## config.mk

```make
export PLATFORM = sky130hd
export DESIGN_NAME = source_token_scanner_core
export DESIGN_NICKNAME = d
export VERILOG_FILES = /design/src/hdl/sts_pkg.sv /design/src/hdl/source_token_scanner_core.sv /design/src/hdl/sts_front.sv /design/src/hdl/sts_queue.sv
export SDC_FILE = /design/constraint.sdc
export NUM_CORES = 2
export LEC_CHECK = 0
export ABC_AREA = 0
export ABC_CLOCK_PERIOD_IN_PS = 14240
export BUFFER_PORTS_ARGS = -buffer_cell sky130_fd_sc_hd__buf_4
export CAP_MARGIN = 20
export CORE_MARGIN = 2
export CORE_UTILIZATION = 40
export CTS_CLUSTER_DIAMETER = 200
export DETAILED_ROUTE_END_ITERATION = 8
export PLACE_DENSITY = 0.67
export SETUP_SLACK_MARGIN = 0.15
export SLEW_MARGIN = 15
export SYNTH_ARGS = -nofsm -noshare
export SYNTH_HDL_FRONTEND = slang
export SYNTH_SLANG_ARGS = --single-unit
```

## constraint.sdc

```tcl
create_clock -name clock -period 14.24 [get_ports clock]
set_input_delay 0 -clock clock [delete_from_list [all_inputs] [get_ports clock]]
set_output_delay 0 -clock clock [all_outputs]
set_load 0.005 [all_outputs]
```

## src/hdl/sts_pkg.sv

```systemverilog
// ----------------------------------------------------------------------------
// sts_pkg: shared types and constants of the source token scanner
// Token kinds, scanner modes, character codes, keyword patterns and the
// record that carries finished tokens from the scanner to the output queue.
// ----------------------------------------------------------------------------
`default_nettype none

package sts_pkg;

   localparam int DEF_OFFSET_WIDTH  = 24;
   localparam int DEF_KEYWORD_CHARS = 6;
   localparam int DEF_LENGTH_WIDTH  = 16;

   localparam int QUEUE_DEPTH = 8;
   localparam int QPTR_W      = $clog2(QUEUE_DEPTH);
   localparam int QLVL_W      = $clog2(QUEUE_DEPTH + 1);
   localparam int MAX_TOKENS  = 3;

   typedef enum logic [2:0] {
      MODE_IDLE,
      MODE_IDENT,
      MODE_INT,
      MODE_DOT,
      MODE_FRAC,
      MODE_BANG,
      MODE_EQ,
      MODE_HALT
   } mode_type;

   localparam logic [4:0] KIND_DOT     = 5'd5;
   localparam logic [4:0] KIND_BANG    = 5'd8;
   localparam logic [4:0] KIND_BANG_EQ = 5'd9;
   localparam logic [4:0] KIND_EQ      = 5'd10;
   localparam logic [4:0] KIND_EQ_EQ   = 5'd11;
   localparam logic [4:0] KIND_INT     = 5'd12;
   localparam logic [4:0] KIND_DEC     = 5'd13;
   localparam logic [4:0] KIND_TRUE    = 5'd14;
   localparam logic [4:0] KIND_FALSE   = 5'd15;
   localparam logic [4:0] KIND_FN      = 5'd16;
   localparam logic [4:0] KIND_LET     = 5'd17;
   localparam logic [4:0] KIND_RETURN  = 5'd18;
   localparam logic [4:0] KIND_IDENT   = 5'd19;
   localparam logic [4:0] KIND_EOF     = 5'd20;
   localparam logic [4:0] KIND_ERROR   = 5'd21;

   localparam logic OP_BYTE = 1'b0;
   localparam logic OP_EOF  = 1'b1;

   localparam logic [7:0] CH_SPACE = 8'h20;
   localparam logic [7:0] CH_CR    = 8'h0D;
   localparam logic [7:0] CH_TAB   = 8'h09;
   localparam logic [7:0] CH_LF    = 8'h0A;
   localparam logic [7:0] CH_BANG  = 8'h21;
   localparam logic [7:0] CH_EQ    = 8'h3D;
   localparam logic [7:0] CH_DOT   = 8'h2E;
   localparam logic [7:0] CH_US    = 8'h5F;

   // Keywords packed with the first character in the lowest byte.
   localparam logic [63:0] KW_TRUE   = 64'h0000_0000_6575_7274;
   localparam logic [63:0] KW_FALSE  = 64'h0000_0065_736C_6166;
   localparam logic [63:0] KW_FN     = 64'h0000_0000_0000_6E66;
   localparam logic [63:0] KW_LET    = 64'h0000_0000_0074_656C;
   localparam logic [63:0] KW_RETURN = 64'h0000_6E72_7574_6572;

   localparam logic [23:0] LINE_MAX = 24'hFFFFFF;
   localparam logic [30:0] INT_MAX  = 31'h7FFFFFFF;

   typedef struct packed {
      logic [4:0]  kind;
      logic [23:0] start;
      logic [15:0] len;
      logic [23:0] line;
      logic [30:0] intv;
      logic [29:0] frac;
      logic [7:0]  fdig;
      logic        ovf;
      logic        last;
   } tok_type;

   // Tokens produced by one accepted item, in emission order.
   typedef struct packed {
      logic [1:0]                   count;
      tok_type [MAX_TOKENS-1:0]     toks;
   } wr_type;

   // Punctuator lookup: bit 3 set when the byte is one, index in the low bits.
   function automatic logic [3:0] punct_code(input logic [7:0] c);
      logic [3:0] r;
      case (c)
         8'h28: r = 4'b1000;
         8'h29: r = 4'b1001;
         8'h7B: r = 4'b1010;
         8'h7D: r = 4'b1011;
         8'h2C: r = 4'b1100;
         8'h2E: r = 4'b1101;
         8'h3B: r = 4'b1110;
         8'h3A: r = 4'b1111;
         default: r = 4'b0000;
      endcase
      return r;
   endfunction

endpackage

`default_nettype wire

```

## src/hdl/source_token_scanner_core.sv

```systemverilog
// ----------------------------------------------------------------------------
// source_token_scanner_core: streaming lexical scanner
// Turns a stream of source bytes, closed by an end-of-file item, into tokens
// with kind, start offset, length, line and number values.
// ----------------------------------------------------------------------------
//
//   Channel | Direction | Transfer carries
//   --------+-----------+-------------------------------------------------
//   req_*   | in        | one source byte, or end of file (req_tuser)
//   rsp_*   | out       | one token; rsp_tlast marks the last of an item
//
// Each byte is scanned in the cycle of its transfer: the mode and the
// accumulators (with a constant multiply by ten) update together, so one
// byte can be taken every clock. The scanner writes zero to three tokens per
// byte into an eight-entry queue, which sends one token per clock unless
// rsp_tready is low. Bytes are taken while the queue has room for three more
// tokens, so a long run of tokens from consecutive bytes throttles input to
// the output rate. The synchronous reset returns the scanner to its
// start-of-file state and empties the queue; an end-of-file item does the
// same to the scan state.
`default_nettype none

module source_token_scanner_core #(
   parameter int OFFSET_WIDTH  = sts_pkg::DEF_OFFSET_WIDTH,
   parameter int KEYWORD_CHARS = sts_pkg::DEF_KEYWORD_CHARS,
   parameter int LENGTH_WIDTH  = sts_pkg::DEF_LENGTH_WIDTH
) (
   input  wire logic         clock,
   input  wire logic         reset,
   input  wire logic         req_tvalid,
   output logic              req_tready,
   input  wire logic [7:0]   req_tdata,   // [7:0] char_byte
   input  wire logic         req_tuser,   // [0] opcode
   output logic              rsp_tvalid,
   input  wire logic         rsp_tready,
   // [23:0] start_offset, [39:24] token_length, [63:40] line_number,
   // [94:64] int_value, [124:95] frac_value, [132:125] frac_digits,
   // [133] overflow, [135:134] zero
   output logic [135:0]      rsp_tdata,
   output logic [4:0]        rsp_tuser,   // [4:0] token_kind
   output logic              rsp_tlast
);
   import sts_pkg::*;

   wr_type             wr;
   tok_type            tok;
   logic               fire;
   logic [QLVL_W-1:0]  level;

   assign fire = req_tvalid && req_tready;

   // Front: classifies each byte and builds the tokens.
   sts_front #(
      .OFFSET_WIDTH  (OFFSET_WIDTH),
      .KEYWORD_CHARS (KEYWORD_CHARS),
      .LENGTH_WIDTH  (LENGTH_WIDTH)
   ) u_front (
      .clock     (clock),
      .reset     (reset),
      .fire      (fire),
      .opcode    (req_tuser),
      .char_byte (req_tdata),
      .wr        (wr)
   );

   // Back: queues the tokens and sends them one per transfer.
   sts_queue u_queue (
      .clock     (clock),
      .reset     (reset),
      .wr        (wr),
      .in_ready  (req_tready),
      .out_tok   (tok),
      .out_valid (rsp_tvalid),
      .out_ready (rsp_tready),
      .level     (level)
   );

   assign rsp_tuser = tok.kind;
   assign rsp_tlast = tok.last;
   assign rsp_tdata = {2'b00, tok.ovf, tok.fdig, tok.frac, tok.intv,
                       tok.line, tok.len, tok.start};

   // The queue never holds more tokens than it has entries.
   a_level_bound: assert property (@(posedge clock) disable iff (reset)
      level <= QLVL_W'(QUEUE_DEPTH))
      else $error("token queue over its depth");

   // Tokens are produced only for an item taken in that cycle.
   a_write_on_fire: assert property (@(posedge clock) disable iff (reset)
      (wr.count != 2'd0) |-> fire)
      else $error("token written without an input transfer");

   // An end of file always leaves at least its eof token to send.
   a_eof_output: assert property (@(posedge clock) disable iff (reset)
      (fire && req_tuser) |=> rsp_tvalid)
      else $error("no token queued after end of file");

   // The last token of each item carries the end mark.
   a_last_mark: assert property (@(posedge clock) disable iff (reset)
      (wr.count != 2'd0) |-> wr.toks[wr.count - 2'd1].last)
      else $error("final token of an item not marked");

endmodule

`default_nettype wire

```

## src/hdl/sts_front.sv

```systemverilog
// ----------------------------------------------------------------------------
// sts_front: byte classifier and token builder
// Takes one byte or end-of-file item per transfer, updates the scan state
// and hands up to three finished tokens to the output queue.
// ----------------------------------------------------------------------------
`default_nettype none

module sts_front #(
   parameter int OFFSET_WIDTH  = sts_pkg::DEF_OFFSET_WIDTH,
   parameter int KEYWORD_CHARS = sts_pkg::DEF_KEYWORD_CHARS,
   parameter int LENGTH_WIDTH  = sts_pkg::DEF_LENGTH_WIDTH
) (
   input  wire logic           clock,
   input  wire logic           reset,
   input  wire logic           fire,
   input  wire logic           opcode,
   input  wire logic [7:0]     char_byte,
   output sts_pkg::wr_type     wr
);
   import sts_pkg::*;

   localparam int OW = OFFSET_WIDTH;
   localparam int LW = LENGTH_WIDTH;
   localparam int KW = 8 * KEYWORD_CHARS;
   localparam logic [LW-1:0] LEN_MAX = {LW{1'b1}};

   mode_type      mode_ff, mode_in;
   logic [OW-1:0] pos_ff, pos_in;
   logic [OW-1:0] start_ff, start_in;
   logic [23:0]   line_ff, line_in;
   logic [30:0]   int_ff, int_in;
   logic [29:0]   frac_ff, frac_in;
   logic [7:0]    fcnt_ff, fcnt_in;
   logic [KW-1:0] kw_ff, kw_in;
   logic [LW-1:0] len_ff, len_in;
   logic          sat_ff, sat_in;

   tok_type    fl_a, fl_b, fr, fc;
   logic       fl_a_v, fl_b_v, fr_v, fc_v, use_flush, handled;
   logic [4:0] id_kind;
   logic [3:0] pc, dval;
   logic       is_dig, is_let, is_blank;
   logic [34:0] int_prod;
   logic [33:0] frac_prod;
   logic [1:0]  k;

   function automatic logic [23:0] off24(input logic [OW-1:0] v);
      logic [OW+23:0] t;
      t = {24'd0, v};
      return t[23:0];
   endfunction

   function automatic logic [15:0] len16(input logic [LW-1:0] v);
      logic [LW+15:0] t;
      t = {16'd0, v};
      return t[15:0];
   endfunction

   assign is_dig   = (char_byte >= 8'h30) && (char_byte <= 8'h39);
   assign is_let   = ((char_byte >= 8'h61) && (char_byte <= 8'h7A)) ||
                     ((char_byte >= 8'h41) && (char_byte <= 8'h5A));
   assign is_blank = (char_byte == CH_SPACE) || (char_byte == CH_CR) ||
                     (char_byte == CH_TAB);
   assign dval     = char_byte[3:0];
   assign pc       = punct_code(char_byte);
   assign int_prod = {4'd0, int_ff} * 35'd10 + {31'd0, dval};
   assign frac_prod = {4'd0, frac_ff} * 34'd10 + {30'd0, dval};

   // Keyword match on the collected characters and the length.
   always_comb begin
      id_kind = KIND_IDENT;
      if (len_ff == LW'(4) && kw_ff == KW_TRUE[KW-1:0]) begin
         id_kind = KIND_TRUE;
      end else if (len_ff == LW'(5) && kw_ff == KW_FALSE[KW-1:0]) begin
         id_kind = KIND_FALSE;
      end else if (len_ff == LW'(2) && kw_ff == KW_FN[KW-1:0]) begin
         id_kind = KIND_FN;
      end else if (len_ff == LW'(3) && kw_ff == KW_LET[KW-1:0]) begin
         id_kind = KIND_LET;
      end else if (len_ff == LW'(6) && kw_ff == KW_RETURN[KW-1:0]) begin
         id_kind = KIND_RETURN;
      end
   end

   // Tokens that the pending scan state produces when it is closed.
   always_comb begin
      fl_a   = '0;
      fl_b   = '0;
      fl_a_v = 1'b0;
      fl_b_v = 1'b0;
      fl_a.start = off24(start_ff);
      fl_a.len   = len16(len_ff);
      fl_a.line  = line_ff;
      fl_a.ovf   = sat_ff;
      case (mode_ff)
         MODE_IDENT: begin
            fl_a_v    = 1'b1;
            fl_a.kind = id_kind;
         end
         MODE_INT: begin
            fl_a_v    = 1'b1;
            fl_a.kind = KIND_INT;
            fl_a.intv = int_ff;
         end
         MODE_DOT: begin
            fl_a_v     = 1'b1;
            fl_a.kind  = KIND_INT;
            fl_a.intv  = int_ff;
            fl_b_v     = 1'b1;
            fl_b.kind  = KIND_DOT;
            fl_b.start = off24(pos_ff - OW'(1));
            fl_b.len   = 16'd1;
            fl_b.line  = line_ff;
         end
         MODE_FRAC: begin
            fl_a_v    = 1'b1;
            fl_a.kind = KIND_DEC;
            fl_a.intv = int_ff;
            fl_a.frac = frac_ff;
            fl_a.fdig = fcnt_ff;
         end
         MODE_BANG: begin
            fl_a_v    = 1'b1;
            fl_a.kind = KIND_BANG;
            fl_a.len  = 16'd1;
            fl_a.ovf  = 1'b0;
         end
         MODE_EQ: begin
            fl_a_v    = 1'b1;
            fl_a.kind = KIND_EQ;
            fl_a.len  = 16'd1;
            fl_a.ovf  = 1'b0;
         end
         default: begin
         end
      endcase
   end

   // Single-byte token for a byte that the current scan mode does not take.
   always_comb begin
      fr       = '0;
      fr.start = off24(pos_ff);
      fr.len   = 16'd1;
      fr.line  = line_ff;
      fr_v     = 1'b0;
      if (is_blank || char_byte == CH_LF) begin
         fr_v = 1'b0;
      end else if (pc[3]) begin
         fr_v    = 1'b1;
         fr.kind = {2'b00, pc[2:0]};
      end else if (char_byte == CH_BANG || char_byte == CH_EQ || is_dig || is_let ||
                   char_byte == CH_US) begin
         fr_v = 1'b0;
      end else begin
         fr_v    = 1'b1;
         fr.kind = KIND_ERROR;
      end
   end

   always_comb begin
      mode_in   = mode_ff;
      pos_in    = pos_ff;
      start_in  = start_ff;
      line_in   = line_ff;
      int_in    = int_ff;
      frac_in   = frac_ff;
      fcnt_in   = fcnt_ff;
      kw_in     = kw_ff;
      len_in    = len_ff;
      sat_in    = sat_ff;
      handled   = 1'b0;
      use_flush = 1'b0;
      fc        = '0;
      fc_v      = 1'b0;
      if (fire) begin
         if (opcode == OP_EOF) begin
            use_flush = 1'b1;
            fc_v      = 1'b1;
            fc.kind   = KIND_EOF;
            fc.start  = off24(pos_ff);
            fc.line   = line_ff;
            mode_in   = MODE_IDLE;
            pos_in    = '0;
            start_in  = '0;
            line_in   = 24'd1;
            int_in    = '0;
            frac_in   = '0;
            fcnt_in   = '0;
            kw_in     = '0;
            len_in    = '0;
            sat_in    = 1'b0;
         end else begin
            pos_in = pos_ff + OW'(1);
            case (mode_ff)
               MODE_HALT: begin
                  handled = 1'b1;
               end
               MODE_IDENT: begin
                  if (is_let || is_dig) begin
                     for (int i = 0; i < KEYWORD_CHARS; i++) begin
                        if (len_ff == LW'(i)) begin
                           kw_in[8*i +: 8] = kw_ff[8*i +: 8] | char_byte;
                        end
                     end
                     if (len_in < LEN_MAX) len_in = len_in + LW'(1);
                     else sat_in = 1'b1;
                     handled = 1'b1;
                  end
               end
               MODE_INT: begin
                  if (is_dig) begin
                     if (len_in < LEN_MAX) len_in = len_in + LW'(1);
                     else sat_in = 1'b1;
                     if (int_prod > {4'd0, INT_MAX}) begin
                        int_in = INT_MAX;
                        sat_in = 1'b1;
                     end else begin
                        int_in = int_prod[30:0];
                     end
                     handled = 1'b1;
                  end else if (char_byte == CH_DOT) begin
                     mode_in = MODE_DOT;
                     handled = 1'b1;
                  end
               end
               MODE_DOT, MODE_FRAC: begin
                  if (is_dig) begin
                     if (mode_ff == MODE_DOT) begin
                        if (len_in < LEN_MAX) len_in = len_in + LW'(1);
                        else sat_in = 1'b1;
                     end
                     if (len_in < LEN_MAX) len_in = len_in + LW'(1);
                     else sat_in = 1'b1;
                     if (fcnt_ff < 8'd9) frac_in = frac_prod[29:0];
                     if (fcnt_ff != 8'hFF) fcnt_in = fcnt_ff + 8'd1;
                     mode_in = MODE_FRAC;
                     handled = 1'b1;
                  end
               end
               MODE_BANG, MODE_EQ: begin
                  if (char_byte == CH_EQ) begin
                     fc_v     = 1'b1;
                     fc.kind  = (mode_ff == MODE_BANG) ? KIND_BANG_EQ : KIND_EQ_EQ;
                     fc.start = off24(start_ff);
                     fc.len   = 16'd2;
                     fc.line  = line_ff;
                     mode_in  = MODE_IDLE;
                     handled  = 1'b1;
                  end
               end
               default: begin
               end
            endcase
            if (!handled) begin
               use_flush = 1'b1;
               mode_in   = MODE_IDLE;
               fc        = fr;
               fc_v      = fr_v;
               if (char_byte == CH_LF && line_ff != LINE_MAX) begin
                  line_in = line_ff + 24'd1;
               end
               if (fr_v && fr.kind == KIND_ERROR) begin
                  mode_in = MODE_HALT;
               end
               if (char_byte == CH_BANG || char_byte == CH_EQ || is_dig || is_let ||
                   char_byte == CH_US) begin
                  start_in = pos_ff;
                  len_in   = LW'(1);
                  sat_in   = 1'b0;
                  int_in   = '0;
                  frac_in  = '0;
                  fcnt_in  = '0;
                  kw_in    = '0;
                  if (char_byte == CH_BANG) begin
                     mode_in = MODE_BANG;
                  end else if (char_byte == CH_EQ) begin
                     mode_in = MODE_EQ;
                  end else if (is_dig) begin
                     mode_in = MODE_INT;
                     int_in  = {27'd0, dval};
                  end else begin
                     mode_in = MODE_IDENT;
                     kw_in   = {{(KW-8){1'b0}}, char_byte};
                  end
               end
            end
         end
      end
   end

   // Pack the emitted tokens in order and flag the final one.
   always_comb begin
      wr = '0;
      k  = 2'd0;
      if (use_flush && fl_a_v) begin
         wr.toks[k] = fl_a;
         k = k + 2'd1;
      end
      if (use_flush && fl_b_v) begin
         wr.toks[k] = fl_b;
         k = k + 2'd1;
      end
      if (fc_v) begin
         wr.toks[k] = fc;
         k = k + 2'd1;
      end
      if (k != 2'd0) begin
         wr.toks[k - 2'd1].last = 1'b1;
      end
      wr.count = k;
   end

   always_ff @(posedge clock) begin
      if (reset) begin
         mode_ff  <= MODE_IDLE;
         pos_ff   <= '0;
         start_ff <= '0;
         line_ff  <= 24'd1;
         int_ff   <= '0;
         frac_ff  <= '0;
         fcnt_ff  <= '0;
         kw_ff    <= '0;
         len_ff   <= '0;
         sat_ff   <= 1'b0;
      end else begin
         mode_ff  <= mode_in;
         pos_ff   <= pos_in;
         start_ff <= start_in;
         line_ff  <= line_in;
         int_ff   <= int_in;
         frac_ff  <= frac_in;
         fcnt_ff  <= fcnt_in;
         kw_ff    <= kw_in;
         len_ff   <= len_in;
         sat_ff   <= sat_in;
      end
   end

endmodule

`default_nettype wire

```

## src/hdl/sts_queue.sv

```systemverilog
// ----------------------------------------------------------------------------
// sts_queue: token queue and output stage
// Stores up to three tokens per cycle and presents one token per transfer.
// ----------------------------------------------------------------------------
`default_nettype none

module sts_queue (
   input  wire logic                       clock,
   input  wire logic                       reset,
   input  sts_pkg::wr_type                 wr,
   output logic                            in_ready,
   output sts_pkg::tok_type                out_tok,
   output logic                            out_valid,
   input  wire logic                       out_ready,
   output logic [sts_pkg::QLVL_W-1:0]      level
);
   import sts_pkg::*;

   tok_type            mem_ff [QUEUE_DEPTH];
   logic [QPTR_W-1:0]  head_ff, head_in;
   logic [QPTR_W-1:0]  tail_ff, tail_in;
   logic [QLVL_W-1:0]  lvl_ff, lvl_in;
   logic               pop;

   assign pop       = out_valid && out_ready;
   assign out_valid = (lvl_ff != '0);
   assign out_tok   = mem_ff[head_ff];
   assign in_ready  = (lvl_ff <= QLVL_W'(QUEUE_DEPTH - MAX_TOKENS));
   assign level     = lvl_ff;

   always_comb begin
      head_in = head_ff + QPTR_W'(pop);
      tail_in = tail_ff + QPTR_W'(wr.count);
      lvl_in  = lvl_ff + QLVL_W'(wr.count) - QLVL_W'(pop);
   end

   always_ff @(posedge clock) begin
      for (int i = 0; i < MAX_TOKENS; i++) begin
         if (wr.count > 2'(i)) begin
            mem_ff[tail_ff + QPTR_W'(i)] <= wr.toks[i];
         end
      end
   end

   always_ff @(posedge clock) begin
      if (reset) begin
         head_ff <= '0;
         tail_ff <= '0;
         lvl_ff  <= '0;
      end else begin
         head_ff <= head_in;
         tail_ff <= tail_in;
         lvl_ff  <= lvl_in;
      end
   end

endmodule

`default_nettype wire
```

Word level (Yosys, flattened, before mapping):

Memory sizes are Yosys's and may differ from the RTL's. A register that Yosys moved wholly into a read port is not among the register bits.
Cells that the tools add are included.

* register bits after elaboration: 219
* RAM bits: 1120
* input bits: 13
* output and inout port bits: 144
* word-level logic and storage cells: 286
* memories kept: 1

Memories
* u_queue.mem_ff: words 8, bits a word 140, read ports 1, clocked after memory_dff 1, wr ports 3, line sts_queue.sv:19 `tok_type mem_ff [QUEUE_DEPTH];`

* add/sub/neg operators: 17
* multipliers: 2
* $lt $le $gt $ge: 20
* eq/ne operators: 42
* multiplexer cells: 146
* bitwise gates (word level): 6
* reductions and logical operators: 39

Operator list (count)
* 420-bit bitwise mux: 3
* 420-bit 2-to-1 mux: 3
* 140-bit demux with 2-bit select: 3
* 140-bit 2-to-1 mux: 5
* 48-bit 2-to-1 mux: 7
* 31-bit 2-to-1 mux: 9
* 16-bit 2-to-1 mux: 15
* 24-bit 2-to-1 mux: 8
* 30-bit 2-to-1 mux: 6
* 69-bit 2-to-1 mux: 2
* 8-bit 2-to-1 mux: 13
* 8-bit by 6-bit equality test with 1-bit output, second input constant: 9
* 71-bit 2-to-1 mux: 1
* 67-bit 2-to-1 mux: 1
* 24-bit by 1-bit adder with 24-bit output, second input constant: 2
* 16-bit by 3-bit equality test with 1-bit output, second input constant: 3
* 48-bit by 15-bit equality test with 1-bit output, second input constant: 1
* 48-bit by 23-bit equality test with 1-bit output, second input constant: 1
* 48-bit by 31-bit equality test with 1-bit output, second input constant: 1
* 48-bit by 39-bit equality test with 1-bit output, second input constant: 1
* 48-bit by 47-bit equality test with 1-bit output, second input constant: 1
* 8-bit OR: 6
* 16-bit one-hot mux with 3 select lines: 1
* 1-bit 2-to-1 mux: 39
* other kinds (65): 131

Logic depth before layout (Yosys ltp):

* depth after elaboration: 24
* depth in mapped cells: 21
* gate-level depth less buffers: 19

Modules after synthesis:

From an unflattened synthesis, not the netlist that was laid out.

* cell total of the unflattened synthesis: 10631
* area, all modules: 94877.2 um^2

Modules (own cells, without submodules)
* sts_queue: times used 1, cells an instance 7827, area each 74650.3 um^2, sequential area each 33832.4 um^2
* sts_front: times used 1, cells an instance 2800, area each 20201.9 um^2, sequential area each 4184.0 um^2
* source_token_scanner_core: times used 1, cells an instance 4, area each 25.0 um^2, sequential area each 0.0 um^2

Worst setup path before layout:

OpenSTA, ideal clock, no wires.

* kind: reg2reg
* start: register u_front.mode_ff[1]
* end: memory u_queue.mem_ff[4][0] in the netlist's numbering, enable pin
* library setup time: 833 ps
* arrival: 12792 ps
* required time: 13407 ps
* slack: 615 ps
* stages on the path, launching flop included: 13
* path buffers: 2
* period minus slack after synthesis: 13625 ps
* path through: dfxtp_1 -> clkbuf_1 -> nor2_1 -> mux2i_1 -> a21o_1 -> a221o_2 -> a211o_1 -> ha_1 -> or3_1 -> buf_6 -> nand2_1 -> o21ai_0 -> o21ai_0

RTL lines
* start, declared: line sts_front.sv:27 `mode_type mode_ff, mode_in;`
* start signal, assigned: line sts_front.sv:326 `mode_ff <= mode_in;`
* end, declared: line sts_queue.sv:19

==> reports/results.txt <==
register bit count reported by yosys: 1,339
xor/xnor share of the synthesized area: 2.26%
nets: 5,976
vias in the first global route: 49.5k
Multi-input gate area: 29,500 um2
period utilization: 52.4%
Least-Margin Pin Slew: 1290 ps
Crit Path Class: reg -> reg
first-pass GRT wire length: 316,000 um
largest family of logic cells by synthesized area: simple AND/OR/NAND/NOR gates
fin. max-slew vios: 0
Area Overhead vs Synth: 11.6%
Post-synth top flop: edfxtp_1
CTS tree: yes
Slew headroom: 13.9%
mux share of post-synthesis cell area: 12.0%
post-route ant nets: 0
share of layout cells above drive strength 1: 16.8%
die width: 420 um
Via Count: 50.9k
Num Clock Sinks: 1,339
placed insts: 7,970
Die Y-Extent: 420 um
CTS buffer count: 139
GRT met2 Usage: 38.0%
maximum clock frequency: 134 MHz
first drt pass iteration count: 9
min-delay worst type: in -> reg
Yosys warning count: 0
I/O Pins: 157
post_cts resized: 0
Syn Area/Cell: 11.8 um2
Detailed Route WL: 214,000 um
grt met3 use: 4.96%
Mapped Area: 69,200 um2
Max H-tree Level: 4
synth unique cells: 97
final setup TNS: 0 ps
fillcell total: 15.4k
Row Count: 152
RSZ-0062 raised after global routing: no
Root Driver: clkbuf_16
All-Layer GR Usage: 23.7%
Die ar.: 176,000 um2
First DRT Iteration DRCs: 6,575
DR DRC count: 0
Startpoint Class: register
Synth Instances: 5,852
CP Capture Type: register
total gr overflow: 0
simple-gate share of the synthesized area: 14.2%
WL/cell: 25.9 um
critical path arrival: 7880 ps
CP required: 14,650 ps
CTS max path bufs: 3
Initial Util: 40.3%
initial antenna violation count: 4
Final Hold Viols: 0
EDFF count, synth: 1,120
post-DP HPWL: 130,000 um
Core Box Area: 172,000 um2
Peak VDD IR: 0.0000909 V
crit-path max FO: 56
post-synthesis sequential area ratio: 54.9%
Reg clk slew, reported paths: 60 ps
drt via density: 6.17
Worst Clk Skew: 33.9 ps
Final GP Congestion: 0.932
Synth Area in Compound Gates: 11.0%
Storage cell area: 38,000 um2
Synth async-reset ratio: 0%
status: finished clean
PortBufs: 154
clock insertion delay at the later pin of the skew report: 800 ps
Period minus WS final: 7470 ps
layer with the highest usage: met2
met1 Use GR: 31.5%
Pwr Density: 147 nW/um2
pin count of the biggest net entering global routing: 141
Static Leakage: 27.4 nW
max cap viols: 0
non-filler cells in the finished layout: 8,244
setup violators final: 0
Synth Area in Adders: 2.72%
-- placed cells by master (no fill, tap or decap), drive strengths merged, types with 14 or more instances in the layout --
master,instances
o22ai,32
inv,58
nand4,51
and2,177
o211ai,19
nand2b,24
a211oi,23
a21oi,179
o221ai,135
nor4,35
a22oi,72
nand3,76
o31ai,14
edfxtp,1120
o21a,14
a221oi,76
a21o,48
and4,20
xnor2,101
and3,47
nor3,76
or4,17
o21ai,175
a31oi,63
buf,266
clkinv,54
nand2,450
ha,140
a221o,40
nor2,1042
mux4,280
xor2,78
dfxtp,219
or3,29
a22o,59
nor2b,62
clkbuf,175
mux2i,23
mux2,154
-- area by class of cell --
type | instances | area share (%)
multi-input cells | 4005 | 38.2
well taps | 2310 | 3.74
clock inverters | 81 | 0.964
flip-flops and latches | 1339 | 49.2
repair buffers | 280 | 2.84
inverters | 52 | 0.253
clock buffers | 174 | 4.81
diodes | 3 | 0.00972
-- report_power, final --
part,total (mW),internal (mW),switching [mW],leakage [nW]
clock,3.60,2.02,1.59,2.14
combinational,2.90,1.30,1.60,13.1
sequential,4.83,4.68,0.150,12.1
-- cells by family (layout without fill, tap and decap cells) --
logic type,after synthesis,count (layout)
other,1,5
AOI/OAI and AO/OA,1055,1055
DFF,1339,1339
and+or+nand+nor,2165,2165
adders and majority gates,147,147
buffers and inverters,509,587
muxes,457,457
xor gates and xnor gates,179,179
-- through the flow --
step           utilization (%)  hold slack [ps]  total power [mW]  cell area [um2]  setup WS [ps]
2_1_floorplan                -              263              6.73            69200            615
5_1_grt                   45.0              168              11.7            77300           6590
6_report                  45.0              163              11.3            77300           6770
3_3_place_gp              42.3              373              7.77            72600           7130
4_1_cts                   45.0              109              11.4            77200           6960
3_5_place_dp              42.3              398              7.81            72600           6990
-- critical path: stages (launching register included) --
cell,delay (ps)
dfxtp_1,920
nor2_1,250
mux2i_1,170
a21o_1,230
a221o_2,490
a211o_1,410
ha_1,320
or3_1,660
a21oi_2,1030
nor2_2,110
o21ai_4,90
buf_4,810
buf_4,620
buf_4,860
-- state kept, by name (all words and copies together), names as in the netlist --
| register | cells |
|---|---|
| u_front.kw_ff | 48 |
| u_front.fcnt_ff | 8 |
| u_front.sat_ff | 1 |
| u_queue.mem_ff | 1120 |
| u_front.int_ff | 31 |
| u_queue.head_ff | 3 |
| u_front.start_ff | 24 |
| u_front.len_ff | 16 |
| u_queue.level | 4 |
| u_front.mode_ff | 3 |
| u_front.pos_ff | 24 |
| u_queue.tail_ff | 3 |
| u_front.frac_ff | 30 |
| u_front.line_ff | 24 |
-- synth_stat cells (16+ instances only) --
master / number / area (um2)
or4_1: 17 / 128
o211ai_1: 19 / 143
a22oi_1: 72 / 541
a21o_1: 48 / 360
xnor2_1: 101 / 885
and4_1: 20 / 175
dfxtp_1: 219 / 4380
mux2i_1: 21 / 210
a22o_1: 59 / 517
clkbuf_1: 335 / 1260
buf_1: 66 / 248
mux2_2: 154 / 1730
or3_1: 29 / 181
a31oi_1: 63 / 394
nor3_1: 75 / 375
o21ai_0: 154 / 771
a211oi_1: 23 / 173
nand2b_1: 24 / 150
nand2_1: 448 / 1680
mux4_2: 280 / 6310
a21oi_1: 177 / 886
nor2_1: 1039 / 3900
and2_1: 177 / 1110
nand4_1: 51 / 319
o21ai_1: 16 / 80.1
a221o_1: 39 / 390
edfxtp_1: 1120 / 33600
nand3_1: 76 / 380
o22ai_1: 31 / 194
inv_1: 51 / 191
ha_1: 140 / 1750
and3_1: 47 / 294
nor4_1: 35 / 219
a221oi_1: 75 / 657
xor2_1: 78 / 683
buf_2: 51 / 255
nor2b_1: 62 / 388
o221ai_1: 135 / 1180
-- metal layers --
metal / part of all wire [%] / routed length (um)
met5: 0.022 / 46
met4: 4.4 / 9400
met2: 46 / 99000
met3: 10 / 21500
met1: 39 / 83500
-- path summary, 6_finish.rpt --
path / to / start / slack, ps / cells past startpoint
worst max-delay path: u_queue.mem_ff[3][25] / u_front.mode_ff[1] / 6770 / 13
worst min-delay path: u_front.kw_ff[21] / req_tdata[5] / 160 / 4
worst max register to register: u_queue.mem_ff[3][25] / u_front.mode_ff[1] / 6770 / 13
worst min register to register: u_front.kw_ff[15] / u_front.kw_ff[15] / 470 / 1
-- timing repair --
item                      CTS  global route
setup buffers               0             0
hold buffers               12             0
hold endpoints to repair  102             0
Note: power is estimated with default switching activity, not from simulation.
